===== src/rtl/core/pslc_pkg.sv =====
`timescale 1ns / 1ps
`default_nettype none

package pslc_pkg;

  typedef enum logic [2:0] {
    PH_HEADER  = 3'd0,
    PH_LEN     = 3'd1,
    PH_CONTENT = 3'd2,
    PH_TRAIL   = 3'd3,
    PH_IGNORE  = 3'd4
  } phase_t;

  typedef enum logic [2:0] {
    K_CHAR     = 3'd0,
    K_SPACES   = 3'd1,
    K_NEWLINE  = 3'd2,
    K_REVISION = 3'd3,
    K_BADFMT   = 3'd4,
    K_FINISHED = 3'd5
  } kind_t;

  localparam logic [2:0] HDR_LANG_IDX = 3'd4;
  localparam logic [2:0] HDR_REV_IDX  = 3'd5;
  localparam logic [2:0] HDR_LAST_IDX = 3'd7;
  localparam logic [7:0] LANG_OK      = 8'd1;
  localparam logic [7:0] CHAR_MASK    = 8'h7f;
  localparam logic [7:0] SHORT_LEN    = 8'd2;

  // one decoded request; a leading newline is emitted first when has_nl is set
  typedef struct packed {
    logic       has_nl;
    kind_t      kind;
    logic [7:0] value;
  } entry_t;

endpackage

`default_nettype wire


===== src/rtl/core/pslc_front.sv =====
`timescale 1ns / 1ps
`default_nettype none

module pslc_front (
  input  wire logic            clk,
  input  wire logic            rst_n,
  input  wire logic            in_valid,
  input  wire logic [7:0]      in_data_byte,
  input  wire logic            in_end_of_input,
  input  wire logic            q_full,
  output logic                 in_stall,
  output logic                 push_valid,
  output pslc_pkg::entry_t     push_entry
);
  import pslc_pkg::*;

  phase_t     phase_r, phase_nxt;
  logic [2:0] hdr_idx_r, hdr_idx_nxt;
  logic       lang_ok_r, lang_ok_nxt;
  logic [7:0] left_r, left_nxt;
  logic       accept;

  assign in_stall = q_full;
  assign accept   = in_valid && !q_full;

  always_comb begin
    phase_nxt   = phase_r;
    hdr_idx_nxt = hdr_idx_r;
    lang_ok_nxt = lang_ok_r;
    left_nxt    = left_r;
    push_valid  = 1'b0;
    push_entry  = '{has_nl: 1'b0, kind: K_FINISHED, value: 8'd0};
    if (accept) begin
      if (in_end_of_input) begin
        push_valid        = 1'b1;
        push_entry.has_nl = (phase_r == PH_CONTENT) || (phase_r == PH_TRAIL);
        phase_nxt         = PH_HEADER;
        hdr_idx_nxt       = 3'd0;
        lang_ok_nxt       = 1'b0;
        left_nxt          = 8'd0;
      end else begin
        unique case (phase_r)
          PH_HEADER: begin
            if (hdr_idx_r == HDR_LANG_IDX) begin
              lang_ok_nxt = (in_data_byte == LANG_OK);
            end
            if (hdr_idx_r == HDR_REV_IDX && !lang_ok_r) begin
              push_valid      = 1'b1;
              push_entry.kind = K_BADFMT;
              phase_nxt       = PH_IGNORE;
            end else begin
              if (hdr_idx_r == HDR_REV_IDX) begin
                push_valid       = 1'b1;
                push_entry.kind  = K_REVISION;
                push_entry.value = in_data_byte;
              end
              if (hdr_idx_r == HDR_LAST_IDX) begin
                phase_nxt   = PH_LEN;
                hdr_idx_nxt = 3'd0;
              end else begin
                hdr_idx_nxt = hdr_idx_r + 3'd1;
              end
            end
          end
          PH_LEN: begin
            if (in_data_byte == 8'd0) begin
              phase_nxt = PH_IGNORE;
            end else if (in_data_byte <= SHORT_LEN) begin
              left_nxt  = 8'd0;
              phase_nxt = PH_TRAIL;
            end else begin
              left_nxt  = in_data_byte - SHORT_LEN;
              phase_nxt = PH_CONTENT;
            end
          end
          PH_CONTENT: begin
            if (in_data_byte[7]) begin
              push_valid       = 1'b1;
              push_entry.kind  = K_CHAR;
              push_entry.value = in_data_byte & CHAR_MASK;
            end else if (in_data_byte != 8'd0) begin
              push_valid       = 1'b1;
              push_entry.kind  = K_SPACES;
              push_entry.value = in_data_byte;
            end
            left_nxt = left_r - 8'd1;
            if (left_r == 8'd1) begin
              phase_nxt = PH_TRAIL;
            end
          end
          PH_TRAIL: begin
            push_valid      = 1'b1;
            push_entry.kind = K_NEWLINE;
            phase_nxt       = PH_LEN;
          end
          default: begin
          end
        endcase
      end
    end
  end

  always_ff @(posedge clk) begin
    if (!rst_n) begin
      phase_r   <= PH_HEADER;
      hdr_idx_r <= 3'd0;
      lang_ok_r <= 1'b0;
      left_r    <= 8'd0;
    end else begin
      phase_r   <= phase_nxt;
      hdr_idx_r <= hdr_idx_nxt;
      lang_ok_r <= lang_ok_nxt;
      left_r    <= left_nxt;
    end
  end

endmodule

`default_nettype wire


===== src/rtl/core/pslc_queue.sv =====
`timescale 1ns / 1ps
`default_nettype none

module pslc_queue #(
  parameter int DEPTH = 4
) (
  input  wire logic             clk,
  input  wire logic             rst_n,
  input  wire logic             push,
  input  wire pslc_pkg::entry_t push_entry,
  input  wire logic             pop,
  output logic                  full,
  output logic                  head_valid,
  output pslc_pkg::entry_t      head_entry
);
  import pslc_pkg::*;

  localparam int PW = (DEPTH > 1) ? $clog2(DEPTH) : 1;
  localparam int CW = $clog2(DEPTH + 1);
  localparam logic [PW-1:0] LAST_PTR = PW'(DEPTH - 1);
  localparam logic [CW-1:0] FULL_CNT = CW'(DEPTH);

  entry_t        mem_r [DEPTH];
  logic [PW-1:0] wr_ptr_r, wr_ptr_nxt;
  logic [PW-1:0] rd_ptr_r, rd_ptr_nxt;
  logic [CW-1:0] cnt_r, cnt_nxt;
  logic          do_push, do_pop;

  assign full       = (cnt_r == FULL_CNT);
  assign head_valid = (cnt_r != '0);
  assign head_entry = mem_r[rd_ptr_r];
  assign do_push    = push && !full;
  assign do_pop     = pop && head_valid;

  always_comb begin
    wr_ptr_nxt = wr_ptr_r;
    rd_ptr_nxt = rd_ptr_r;
    cnt_nxt    = cnt_r;
    if (do_push) begin
      wr_ptr_nxt = (wr_ptr_r == LAST_PTR) ? '0 : wr_ptr_r + PW'(1);
    end
    if (do_pop) begin
      rd_ptr_nxt = (rd_ptr_r == LAST_PTR) ? '0 : rd_ptr_r + PW'(1);
    end
    if (do_push && !do_pop) begin
      cnt_nxt = cnt_r + CW'(1);
    end else if (do_pop && !do_push) begin
      cnt_nxt = cnt_r - CW'(1);
    end
  end

  always_ff @(posedge clk) begin
    if (do_push) begin
      mem_r[wr_ptr_r] <= push_entry;
    end
  end

  always_ff @(posedge clk) begin
    if (!rst_n) begin
      wr_ptr_r <= '0;
      rd_ptr_r <= '0;
      cnt_r    <= '0;
    end else begin
      wr_ptr_r <= wr_ptr_nxt;
      rd_ptr_r <= rd_ptr_nxt;
      cnt_r    <= cnt_nxt;
    end
  end

endmodule

`default_nettype wire


===== src/rtl/core/pslc_back.sv =====
`timescale 1ns / 1ps
`default_nettype none

module pslc_back (
  input  wire logic             clk,
  input  wire logic             rst_n,
  input  wire logic             head_valid,
  input  wire pslc_pkg::entry_t head_entry,
  output logic                  pop,
  input  wire logic             out_stall,
  output logic                  out_valid,
  output logic [2:0]            out_kind,
  output logic [7:0]            out_value,
  output logic                  out_last
);
  import pslc_pkg::*;

  logic       valid_r, valid_nxt;
  logic       half_r, half_nxt;
  kind_t      kind_r, kind_nxt;
  logic [7:0] value_r, value_nxt;
  logic       last_r, last_nxt;
  logic       take, load;

  assign take = !valid_r || !out_stall;

  always_comb begin
    pop       = 1'b0;
    load      = 1'b0;
    half_nxt  = half_r;
    kind_nxt  = kind_r;
    value_nxt = value_r;
    last_nxt  = last_r;
    if (take && head_valid) begin
      load = 1'b1;
      if (head_entry.has_nl && !half_r) begin
        kind_nxt  = K_NEWLINE;
        value_nxt = 8'd0;
        last_nxt  = 1'b0;
        half_nxt  = 1'b1;
      end else begin
        kind_nxt  = head_entry.kind;
        value_nxt = head_entry.value;
        last_nxt  = 1'b1;
        half_nxt  = 1'b0;
        pop       = 1'b1;
      end
    end
    valid_nxt = load ? 1'b1 : (take ? 1'b0 : valid_r);
  end

  always_ff @(posedge clk) begin
    if (load) begin
      kind_r  <= kind_nxt;
      value_r <= value_nxt;
      last_r  <= last_nxt;
    end
  end

  always_ff @(posedge clk) begin
    if (!rst_n) begin
      valid_r <= 1'b0;
      half_r  <= 1'b0;
    end else begin
      valid_r <= valid_nxt;
      half_r  <= half_nxt;
    end
  end

  assign out_valid = valid_r;
  assign out_kind  = kind_r;
  assign out_value = value_r;
  assign out_last  = last_r;

endmodule

`default_nettype wire


===== src/rtl/core/packed_source_line_decoder.sv =====
// packed source line decoder
// input channel: in_valid / in_stall carry one file byte (in_data_byte) or an
// end-of-file mark (in_end_of_input) per request; one request is taken per cycle
// while the internal queue has room.
// output channel: out_valid / out_stall carry results (out_kind, out_value,
// out_last); out_last marks the final result caused by an input request.
// a request yields zero, one or two results; each is registered in the queue
// and then in the output register before it appears on the output.
// throughput: one request per cycle while the queue has room; an end of file
// inside a record gives a newline and then a finished result from the back end.
// the front end decodes into a queue of QUEUE_DEPTH entries; when the receiver
// stalls, results hold steady and the queue fills, after which in_stall rises.
// reset (rst_n low, synchronous) empties the queue and output register and
// returns the decoder to the start of a file header; every end-of-file request
// does the same for the decoder state.
`timescale 1ns / 1ps
`default_nettype none

module packed_source_line_decoder #(
  parameter int QUEUE_DEPTH = 4
) (
  input  wire logic       clk,
  input  wire logic       rst_n,
  input  wire logic       in_valid,
  input  wire logic [7:0] in_data_byte,
  input  wire logic       in_end_of_input,
  output logic            in_stall,
  output logic            out_valid,
  input  wire logic       out_stall,
  output logic [2:0]      out_kind,
  output logic [7:0]      out_value,
  output logic            out_last
);
  import pslc_pkg::*;

  logic   q_full;
  logic   push_valid;
  entry_t push_entry;
  logic   pop;
  logic   head_valid;
  entry_t head_entry;

  pslc_front u_front (
    .clk             (clk),
    .rst_n           (rst_n),
    .in_valid        (in_valid),
    .in_data_byte    (in_data_byte),
    .in_end_of_input (in_end_of_input),
    .q_full          (q_full),
    .in_stall        (in_stall),
    .push_valid      (push_valid),
    .push_entry      (push_entry)
  );

  pslc_queue #(
    .DEPTH (QUEUE_DEPTH)
  ) u_queue (
    .clk        (clk),
    .rst_n      (rst_n),
    .push       (push_valid),
    .push_entry (push_entry),
    .pop        (pop),
    .full       (q_full),
    .head_valid (head_valid),
    .head_entry (head_entry)
  );

  pslc_back u_back (
    .clk        (clk),
    .rst_n      (rst_n),
    .head_valid (head_valid),
    .head_entry (head_entry),
    .pop        (pop),
    .out_stall  (out_stall),
    .out_valid  (out_valid),
    .out_kind   (out_kind),
    .out_value  (out_value),
    .out_last   (out_last)
  );

endmodule

`default_nettype wire

===== config.mk =====
export PLATFORM = sky130hd
export DESIGN_NAME = packed_source_line_decoder
export DESIGN_NICKNAME = d
export VERILOG_FILES = /design/src/rtl/core/pslc_pkg.sv /design/src/rtl/core/pslc_front.sv /design/src/rtl/core/pslc_queue.sv /design/src/rtl/core/pslc_back.sv /design/src/rtl/core/packed_source_line_decoder.sv
export SDC_FILE = /design/constraint.sdc
export NUM_CORES = 1
export LEC_CHECK = 0
export ABC_CLOCK_PERIOD_IN_PS = 7330
export BUFFER_PORTS_ARGS = -buffer_cell sky130_fd_sc_hd__buf_4
export CORE_ASPECT_RATIO = 0.9
export CORE_MARGIN = 4
export CORE_UTILIZATION = 40
export CTS_CLUSTER_SIZE = 14
export DETAILED_ROUTE_END_ITERATION = 10
export GPL_TIMING_DRIVEN = 1
export SETUP_SLACK_MARGIN = 0.5
export SLEW_MARGIN = 10
export SYNTH_ARGS = -nofsm -noshare
export SYNTH_HDL_FRONTEND = slang
export SYNTH_SLANG_ARGS = --single-unit

===== constraint.sdc =====
create_clock -name clk -period 7.33 [get_ports clk]
set_input_delay 1.466 -clock clk [delete_from_list [all_inputs] [get_ports clk]]
set_output_delay 1.466 -clock clk [all_outputs]
set_load 0.03 [all_outputs]

==> summary.txt, run 1 <==
Worst setup path
  – CP max-delay cell: dfxtp_1
  – Worst Setup End Kind: flop
  – Critical Path Start Type: flop
  – Crit-path cells: mux4_2 -> nor2b_1 -> nand2b_1 -> ha_1 -> inv_1 -> fa_1 -> xor2_1 -> or3_1 -> a21oi_1
  – Worst EP arrival: 3770 ps
  – CP delay by family, top: simple AND/OR/NAND/NOR gates
  – Crit Path Max Fanout: 13
  – Max incr delay on CP: 850 ps
  – Crit path kind: flop to flop
  – WP data required: 7590 ps
  – CP Buf/Inv Count: 1

Routing
  – Drt drc: 0
  – TritonRoute pass-1 iters: 4
  – Antenna viol nets, final: 0
  – DRT Wirelength: 7740 um
  – Avg Vias per Cell: 5.48
  – Vias: 2539
  – Starting DRT DRC Count: 127
  – Wirelength per Cell: 16.7 um

CTS
  – Root Driver: clkbuf_16
  – H-tree depth: 3
  – Skew-Pair Late Insertion Delay: 330 ps
  – Setup bufs post-CTS: 0
  – Hold buffers post-CTS: 0
  – Clk pin slew, worst setup/hold paths: 60 ps
  – Clock sink count: 86
  – Number of buffers created by CTS: 9
  – Resize count post-CTS: 0
  – TritonCTS clock tree: yes
  – Clk buf depth: 2

STA
  – Slew Limit Fails: 0
  – Fmax achieved: 0.285 GHz
  – Final Hold Viols: 0
  – Final Setup Violations: 0
  – RSZ-0062 raised after global routing: no
  – Final setup TNS: 0 ps
  – Fin crit period: 3510 ps
  – Final Cycle Share: 47.9%
  – Worst Clk Skew: 9.32 ps
  – Slew margin rel.: 44.1%
  – Measured slew at the worst slew-check pin: 837 ps

Floorplanning
  – Row Count: 34
  – Die ar.: 11900 sq um
  – Die Ht: 104 um
  – Top Ports: 27
  – Starting Density: 41.6%
  – Die X: 114 um
  – Core Area: 9780 sq um

Logic synthesis
  – YS warnings: 0
  – Largest family of logic cells by synthesized area: simple AND/OR/NAND/NOR gates
  – XOR/XNOR Fraction of Synth Area: 1.50%
  – Post-synth cell types: 55
  – Syn Area/Cell: 13.3 sq um
  – Share of the yosys chip area belonging to registers: 57.0%
  – Post-synth EDFFs: 60
  – Synth Area in Simple Gates: 13.9%
  – Synth Cell Area: 4080 sq um
  – Adder-Cell Fraction of Synth Area: 4.48%
  – Post-synthesis mux area share: 8.87%
  – Synth Area in Compound Gates: 11.3%
  – Mapped Cells: 307
  – Post-synth ARST share: 0%
  – Yosys reg bits: 86
  – Most used DFF post-synth: edfxtp_1
  – Synth Net Count: 334

Cells and area
  – Diodes inserted: 0
  – # nets final: 359
  – Share of cells above drive strength 1: 19.6%
  – Fin area: 4640 sq um
  – Area grow syn2layout: 14.0%
  – FILL cells: 894

Global route
  – Number of global-route vias before repair: 2504
  – Gr ovfl total: 0
  – Total track usage: 13.7%
  – Initial antenna violation count: 0
  – Largest net degree at the start of global routing: 17
  – Global-route wire length before repair: 12700 um

Pwr
  – Maximum VDD drop: 0.204 mV
  – Leakage Power: 1.63 nW
  – Pwr Density: 309 nW/um^2
  – Total power draw: 1.43 mW

Run status
  – Status: completed

Place
  – PortBufs: 26
  – Placed Area: 4370 sq um
  – Gpl congestion: 0.830
  – Detailed placer's ending HPWL: 5520 um

Min path
  – Hold Path Class: flop to flop

Run
  – Max cap viols: 0
## layer usage
metal | global-route usage, % | vias to the layer above | share of wire [%]
met5 | 0 | - | 0
met4 | 4.83 | 0 | 1.5
met3 | 3.62 | 10 | 3.8
met2 | 21.8 | 58 | 49
met1 | 17.8 | 1240 | 46
li1 | - | 1231 | -
## worst paths after layout
kind	from	slack (ps)	cells past startpoint	end
worst max-delay path	flop	3820	9	u_queue.cnt_r[2]
worst max register to register	flop	3820	9	u_queue.cnt_r[2]
worst min register to register	u_queue.rd_ptr_r[1]	490	2	u_queue.rd_ptr_r[1]
worst min-delay path	u_queue.rd_ptr_r[1]	490	2	u_queue.rd_ptr_r[1]
## flip-flops by register name, indices dropped and copies added (netlist names), 2 cells and up, named ones only
name / flops
u_queue.mem_r: 48
u_queue.rd_ptr_r: 2
u_back.out_kind: 3
u_front.hdr_idx_r: 3
u_queue.cnt_r: 3
u_queue.wr_ptr_r: 2
u_front.phase_r: 3
u_back.out_value: 8
u_front.left_r: 8
## logic make-up (layout without fill, tap and decap cells)
| kind of cell | count (synthesis) | after routing |
|---|---|---|
| xor gates and xnor gates | 7 | 7 |
| DFF | 86 | 86 |
| and+or+nand+nor | 91 | 91 |
| AOI/OAI and AO/OA | 60 | 60 |
| adders and majority gates | 14 | 14 |
| muxes | 21 | 21 |
| buffers and inverters | 28 | 58 |
## tightest hold or removal path, stage by stage, from the launching register on
cell,delay [ps]
dfxtp_1,310
nand2_1,50
mux2i_1,70
## report_power, final
part / switching (mW) / internal (mW) / total, mW
Sequential: 0.0469 / 0.602 / 0.649
Combinational: 0.211 / 0.155 / 0.367
Clock: 0.186 / 0.232 / 0.418
Total: 0.444 / 0.989 / 1.43
## cell usage after synthesis, drive strengths merged, types with 2 or more instances
library cell	number	area, sq um
nor3	8	45.0
nand4	3	18.8
xor2	4	35.0
inv	15	56.3
nand2	14	52.6
edfxtp	60	1800
a22o	5	43.8
or4b	4	40.0
dfxtp	26	521
and2	8	50.1
clkbuf	6	22.5
nand3b	4	30.0
ha	13	163
a211o	4	35.0
xnor2	3	26.3
nor4	7	50.1
mux4	12	270
o2bb2ai	3	26.3
or3	4	25.0
buf	7	43.8
o22ai	5	37.5
o21ai	10	72.6
a31oi	2	12.5
o211ai	6	50.1
a21oi	14	70.1
mux2i	8	80.1
nor2b	15	93.8
nand2b	2	12.5
o311ai	2	17.5
or4	5	45.0
o31ai	3	22.5
nor3b	6	45.0
nor2	6	22.5
## area by class of cell
type	count	area [sq um]	share of cell area, %
timing repair buffer	27	203	4.36
inverter	15	56.3	1.21
clock buffer	10	229	4.93
multi-input combinational	193	1630	35.1
sequential	86	2320	50.0
clock inverter	6	46.3	0.997
tap	126	158	3.39
## cells in the final DEF (no fill, tap or decap), drive strengths merged, types with 2 or more instances in the layout
cell and count:
clkinv 2, dfxtp 26, a21oi 14, nor3 8, o21ai 10, nand2 14, nor3b 6, nor4 7
nor2 6, a22o 5, o211ai 6, xor2 4, or3 4, nand3b 4, ha 13, a31oi 2
and2 8, edfxtp 60, xnor2 3, or4b 4, nand4 3, nor2b 15, mux2i 8, mux4 12
o2bb2ai 3, or4 5, nand2b 2, o22ai 5, o31ai 3, clkbuf 10, buf 27, o311ai 2
clkinvlp 2, inv 17, a211o 4
## through the flow
step                      util [%]  setup WS (ps)  hold slack [ps]  cells
after CTS                     47.5           3690              493    463
after global placement        44.7           3690              479    447
after global routing          47.5           3390              517    463
after floorplan                  -           3770              458    307
after detailed placement      44.7           3630              485    447
final                         47.5           3820              487    463
Power figures use the tool's default switching activity.
==> run 2: changes to the inputs <==
ABC_CLOCK_PERIOD_IN_PS = 3600   (was 7330)
clock period = 3.6 ns   (was 7.33 ns; I/O delays follow)
==> run 2 against run 1 <==
  * Critical path type unchanged
  * Fmax grew 22%
  * Largest power group unchanged
  * Sequential share of layout area shrank 0.72 points
  * Non-clock buffer count grew 4
  * Clock-buffer cell count grew 2
  * Global-route usage shrank 0.50 points
  * Design area grew 1.5%
  * Utilization grew 0.69 points
  * Die area is the same
  * Combinational power grew 120%
  * Final cell count grew 0.86%
  * Via count shrank 1.0%
  * Critical path depth grew 1
==> summary.txt, run 2 (same netlist as run 1, synthesis figures left out) <==
Min path
  – Hold Path Class: flop to flop

Cells and area
  – Most frequent cells in the layout: edfxtp_1, buf_4, dfxtp_1
  – Share of cells above drive strength 1: 20.5%
  – Area grow syn2layout: 15.6%
  – # nets final: 363
  – Diodes inserted: 0
  – Max reg flops: 48
  – Most flop-heavy register: u_queue.mem_r
  – Commonest non-fill, non-tap cell in the layout: edfxtp_1

CTS
  – Skew-Pair Late Insertion Delay: 330 ps
  – Root Driver: clkbuf_16
  – Number of buffers created by CTS: 9
  – Clock sink count: 86
  – TritonCTS clock tree: yes
  – H-tree depth: 3
  – Resize count post-CTS: 0
  – Hold buffers post-CTS: 0
  – Clk buf depth: 2
  – Clk pin slew, worst setup/hold paths: 70 ps
  – Setup bufs post-CTS: 0

Global route
  – Gr ovfl total: 0
  – Total track usage: 13.2%
  – Largest net degree at the start of global routing: 17
  – Number of global-route vias before repair: 2499
  – Initial antenna violation count: 0
  – Global-route wire length before repair: 12400 um

STA
  – Fmax achieved: 0.346 GHz
  – Final Cycle Share: 80.2%
  – RSZ-0062 raised after global routing: no
  – Slew Limit Fails: 0
  – Slew margin rel.: 41.9%
  – Final Setup Violations: 0
  – Worst Clk Skew: 7.44 ps
  – Final Hold Viols: 0
  – Fin crit period: 2890 ps
  – Final setup TNS: 0 ps
  – Measured slew at the worst slew-check pin: 869 ps

Run
  – Max cap viols: 0

Pwr
  – Sw frac: 30.0%
  – Leakage Power: 1.68 nW
  – Maximum VDD drop: 0.370 mV
  – Clk pwr share: 30.8%
  – Total power draw: 3.02 mW
  – Sw Pwr: 907 uW
  – Reg power frac: 42.7%
  – Pwr Density: 642 nW/um^2
  – P_int: 2.12 mW
  – Comb power frac: 26.4%

Worst setup path
  – WP data required: 3860 ps
  – Crit path kind: flop to flop
  – Worst Setup End Kind: flop
  – Worst EP arrival: 3150 ps
  – Critical Path Start Type: flop
  – Crit Path Max Fanout: 9

Floorplanning
  – Die X: 114 um
  – Starting Density: 41.6%
  – Row Count: 34
  – Core Area: 9780 sq um
  – Die ar.: 11900 sq um
  – Top Ports: 27
  – Die Ht: 104 um

Routing
  – Drt drc: 0
  – DRT Wirelength: 7540 um
  – Antenna viol nets, final: 0
  – Starting DRT DRC Count: 87
  – TritonRoute pass-1 iters: 4
  – Avg Vias per Cell: 5.38
  – Wirelength per Cell: 16.1 um
  – Vias: 2513

Place
  – Detailed placer's ending HPWL: 5490 um
  – PortBufs: 26
  – Gpl congestion: 0.811

Run status
  – Status: completed
-- run 2: cell types whose count changed in the layout (fill, tap and decap cells not counted), sizes merged --
| cell | change |
|---|---|
| buf | +4 |
| clkbuf | +2 |
| clkinv | -1 |
| clkinvlp | -1 |
-- run 2: layout make-up --
type                       count  area (sq um)
timing repair buffer          31           233
clock inverter                 4          33.8
multi-input combinational    193          1630
inverter                      15          56.3
fill                         887          5070
tap                          126           158
sequential                    86          2320
clock buffer                  12           279
-- run 2: worst paths after layout --
kind,from,to,slack [ps],depth (start not counted)
max,u_queue.cnt_r[0],u_queue.cnt_r[2],710,10
min,u_back.out_valid,u_back.out_valid,490,2
max reg2reg,u_queue.cnt_r[0],u_queue.cnt_r[2],710,10
min reg2reg,u_back.out_valid,u_back.out_valid,490,2
-- run 2: critical path, cell delays in order, from the launching register on --
cell,delay [ps]
dfxtp_1,440
nor3b_1,80
buf_4,160
nand2b_1,290
a311oi_4,480
ha_1,260
inv_1,70
fa_1,430
xor2_1,150
or3_1,310
a21oi_1,150
-- run 2: per-stage QoR --
stage	utilization [%]	hold slack, ps	setup WS, ps	cells	area (sq um)
finish	48.2	493	713	467	4710
global route	48.2	515	532	467	4710
CTS	48.2	493	711	467	4710
detailed placement	45.0	483	637	451	4400
global placement	45.0	475	712	451	4400
floorplan	-	458	783	307	4080
-- run 2: power groups by stage --
stage          clock, mW  combinational (mW)  sequential, mW
2_1_floorplan          0               0.406            1.46
3_5_place_dp           0               0.812            1.31
3_3_place_gp           0               0.798            1.31
6_report           0.932               0.799            1.29
4_1_cts            0.952               0.813            1.29
5_1_grt            0.995               0.876            1.30
-- run 2: layer usage --
layer | up-vias | part of all wire, % | routed length, um | track usage, %
li1 | 1246 | - | - | -
met1 | 1212 | 48 | 3590 | 17.3
met2 | 45 | 47 | 3580 | 21.1
met3 | 10 | 3.7 | 280 | 3.73
met4 | 0 | 1.1 | 85 | 3.90
met5 | - | 0 | 0 | 0
==> run 3: changes to the inputs <==
ABC_CLOCK_PERIOD_IN_PS = 2300   (was 3600)
clock period = 2.3 ns   (was 3.6 ns; I/O delays follow)
==> run 3 against run 2 <==
  * Design area rose by 11%
  * Clock-buffer cell count fell by 2
  * Register-to-register slack got worse by 570 ps
  * Clock power rose by 57%
  * Largest power group unchanged
==> summary.txt, run 3 (same netlist as run 1, synthesis figures left out) <==
Run status
  – Status: completed

Routing
  – DRT Wirelength: 8330 um
  – Drt drc: 0
  – Starting DRT DRC Count: 106
  – TritonRoute pass-1 iters: 4
  – Antenna viol nets, final: 0
  – Avg Vias per Cell: 5.37
  – Vias: 2705
  – Wirelength per Cell: 16.5 um

Floorplanning
  – Core Area: 9780 sq um
  – Die X: 114 um
  – Starting Density: 41.6%
  – Row Count: 34
  – Die ar.: 11900 sq um
  – Top Ports: 27
  – Die Ht: 104 um

CTS
  – Number of buffers created by CTS: 9
  – TritonCTS clock tree: yes
  – Clock sink count: 86
  – Clk pin slew, worst setup/hold paths: 70 ps
  – Clk buf depth: 2
  – Root Driver: clkbuf_16
  – H-tree depth: 3
  – Skew-Pair Late Insertion Delay: 330 ps

Place
  – Detailed placer's ending HPWL: 5670 um
  – Gpl congestion: 0.770
  – PortBufs: 26

Worst setup path
  – Worst Setup End Kind: flop
  – Crit path kind: flop to flop
  – WP data required: 2550 ps
  – Worst EP arrival: 2410 ps
  – Critical Path Start Type: flop
  – Worst Reg2Reg Path Length in Cells: 9
  – Crit Path Max Fanout: 6

Cells and area
  – Final Util: 53.4%
  – Most flop-heavy register: u_queue.mem_r
  – Diodes inserted: 0
  – Area grow syn2layout: 28.3%
  – Share of cells above drive strength 1: 39.4%
  – Max reg flops: 48
  – Most frequent cells in the layout: buf_4, edfxtp_1, dfxtp_1
  – # nets final: 400
  – Commonest non-fill, non-tap cell in the layout: buf_4

Global route
  – Global-route wire length before repair: 13200 um
  – Gr ovfl total: 0
  – Initial antenna violation count: 0
  – Total track usage: 13.9%
  – Number of global-route vias before repair: 2703
  – Largest net degree at the start of global routing: 17

STA
  – Measured slew at the worst slew-check pin: 516 ps
  – Worst Clk Skew: 6.82 ps
  – Final Hold Viols: 0
  – Final Cycle Share: 93.9%
  – Final Setup Violations: 0
  – Fmax achieved: 0.463 GHz
  – RSZ-0062 raised after global routing: yes
  – Slew Limit Fails: 0
  – Fin crit period: 2160 ps
  – Slew margin rel.: 65.5%

Pwr
  – Maximum VDD drop: 0.606 mV
  – Total power draw: 5.00 mW
  – Leakage Power: 1.91 nW
  – Pwr Density: 957 nW/um^2

Run
  – Max cap viols: 0

Min path
  – Hold Path Class: input port to flop
  – Worst Hold Depth: 3
run 3: stage by stage:
step	instances	worst slack (ps)	cell area (sq um)	hold slack (ps)	setup TNS, ps
final	504	139	5230	420	0
after global routing	504	56.6	5230	426	0
after CTS	494	131	5030	413	0
after detailed placement	477	-220	4640	491	-760
after global placement	477	-173	4640	482	-338
after floorplan	307	-43.9	4140	458	-83.6
run 3: where the power goes:
part	switching, mW	leakage (nW)	internal, mW
Sequential	0.114	0.794	1.93
Combinational	0.809	0.969	0.695
Clock	0.608	0.144	0.852
Total	1.53	1.91	3.47
run 3: worst paths after layout:
path | startpoint | end | slack (ps)
max reg2reg | u_front.phase_r[1] | u_queue.cnt_r[2] | 140
min | out_stall | u_back.out_valid | 420
max | u_front.phase_r[1] | u_queue.cnt_r[2] | 140
min reg2reg | u_queue.rd_ptr_r[1] | u_queue.rd_ptr_r[1] | 490
run 3: layout make-up:
cell class,instances,area [sq um]
clock buffers,10,229
clock inverters,6,68.8
fillers,836,4560
inverters,15,56.3
multi-input cells,197,1880
flip-flops and latches,86,2340
well taps,126,158
repair buffers,64,495
run 3: critical path, cell delays in order, from the launching register on:
cell	delay (ps)
dfxtp_4	370
nor2_4	150
nand3_4	90
a311oi_4	330
ha_4	190
inv_2	30
fa_2	320
xor2_1	160
or3_1	310
a21oi_1	130
run 3: timing repair:
action | CTS | global route
setup endpoints to repair | 102 | 97
buffers inserted | 1 | 6
hold buffers | 0 | 0
pin swaps | 5 | 16
gates cloned | 0 | 4
gates resized for setup | 28 | 26
run 3: routing by layer:
layer / GRT usage, % / share of wire [%] / vias to the layer above
met5: 0 / 0 / -
met4: 3.73 / 1.1 / 0
met3: 3.91 / 4.3 / 9
met2: 22.3 / 49 / 62
met1: 18.5 / 46 / 1316
li1: - / - / 1318
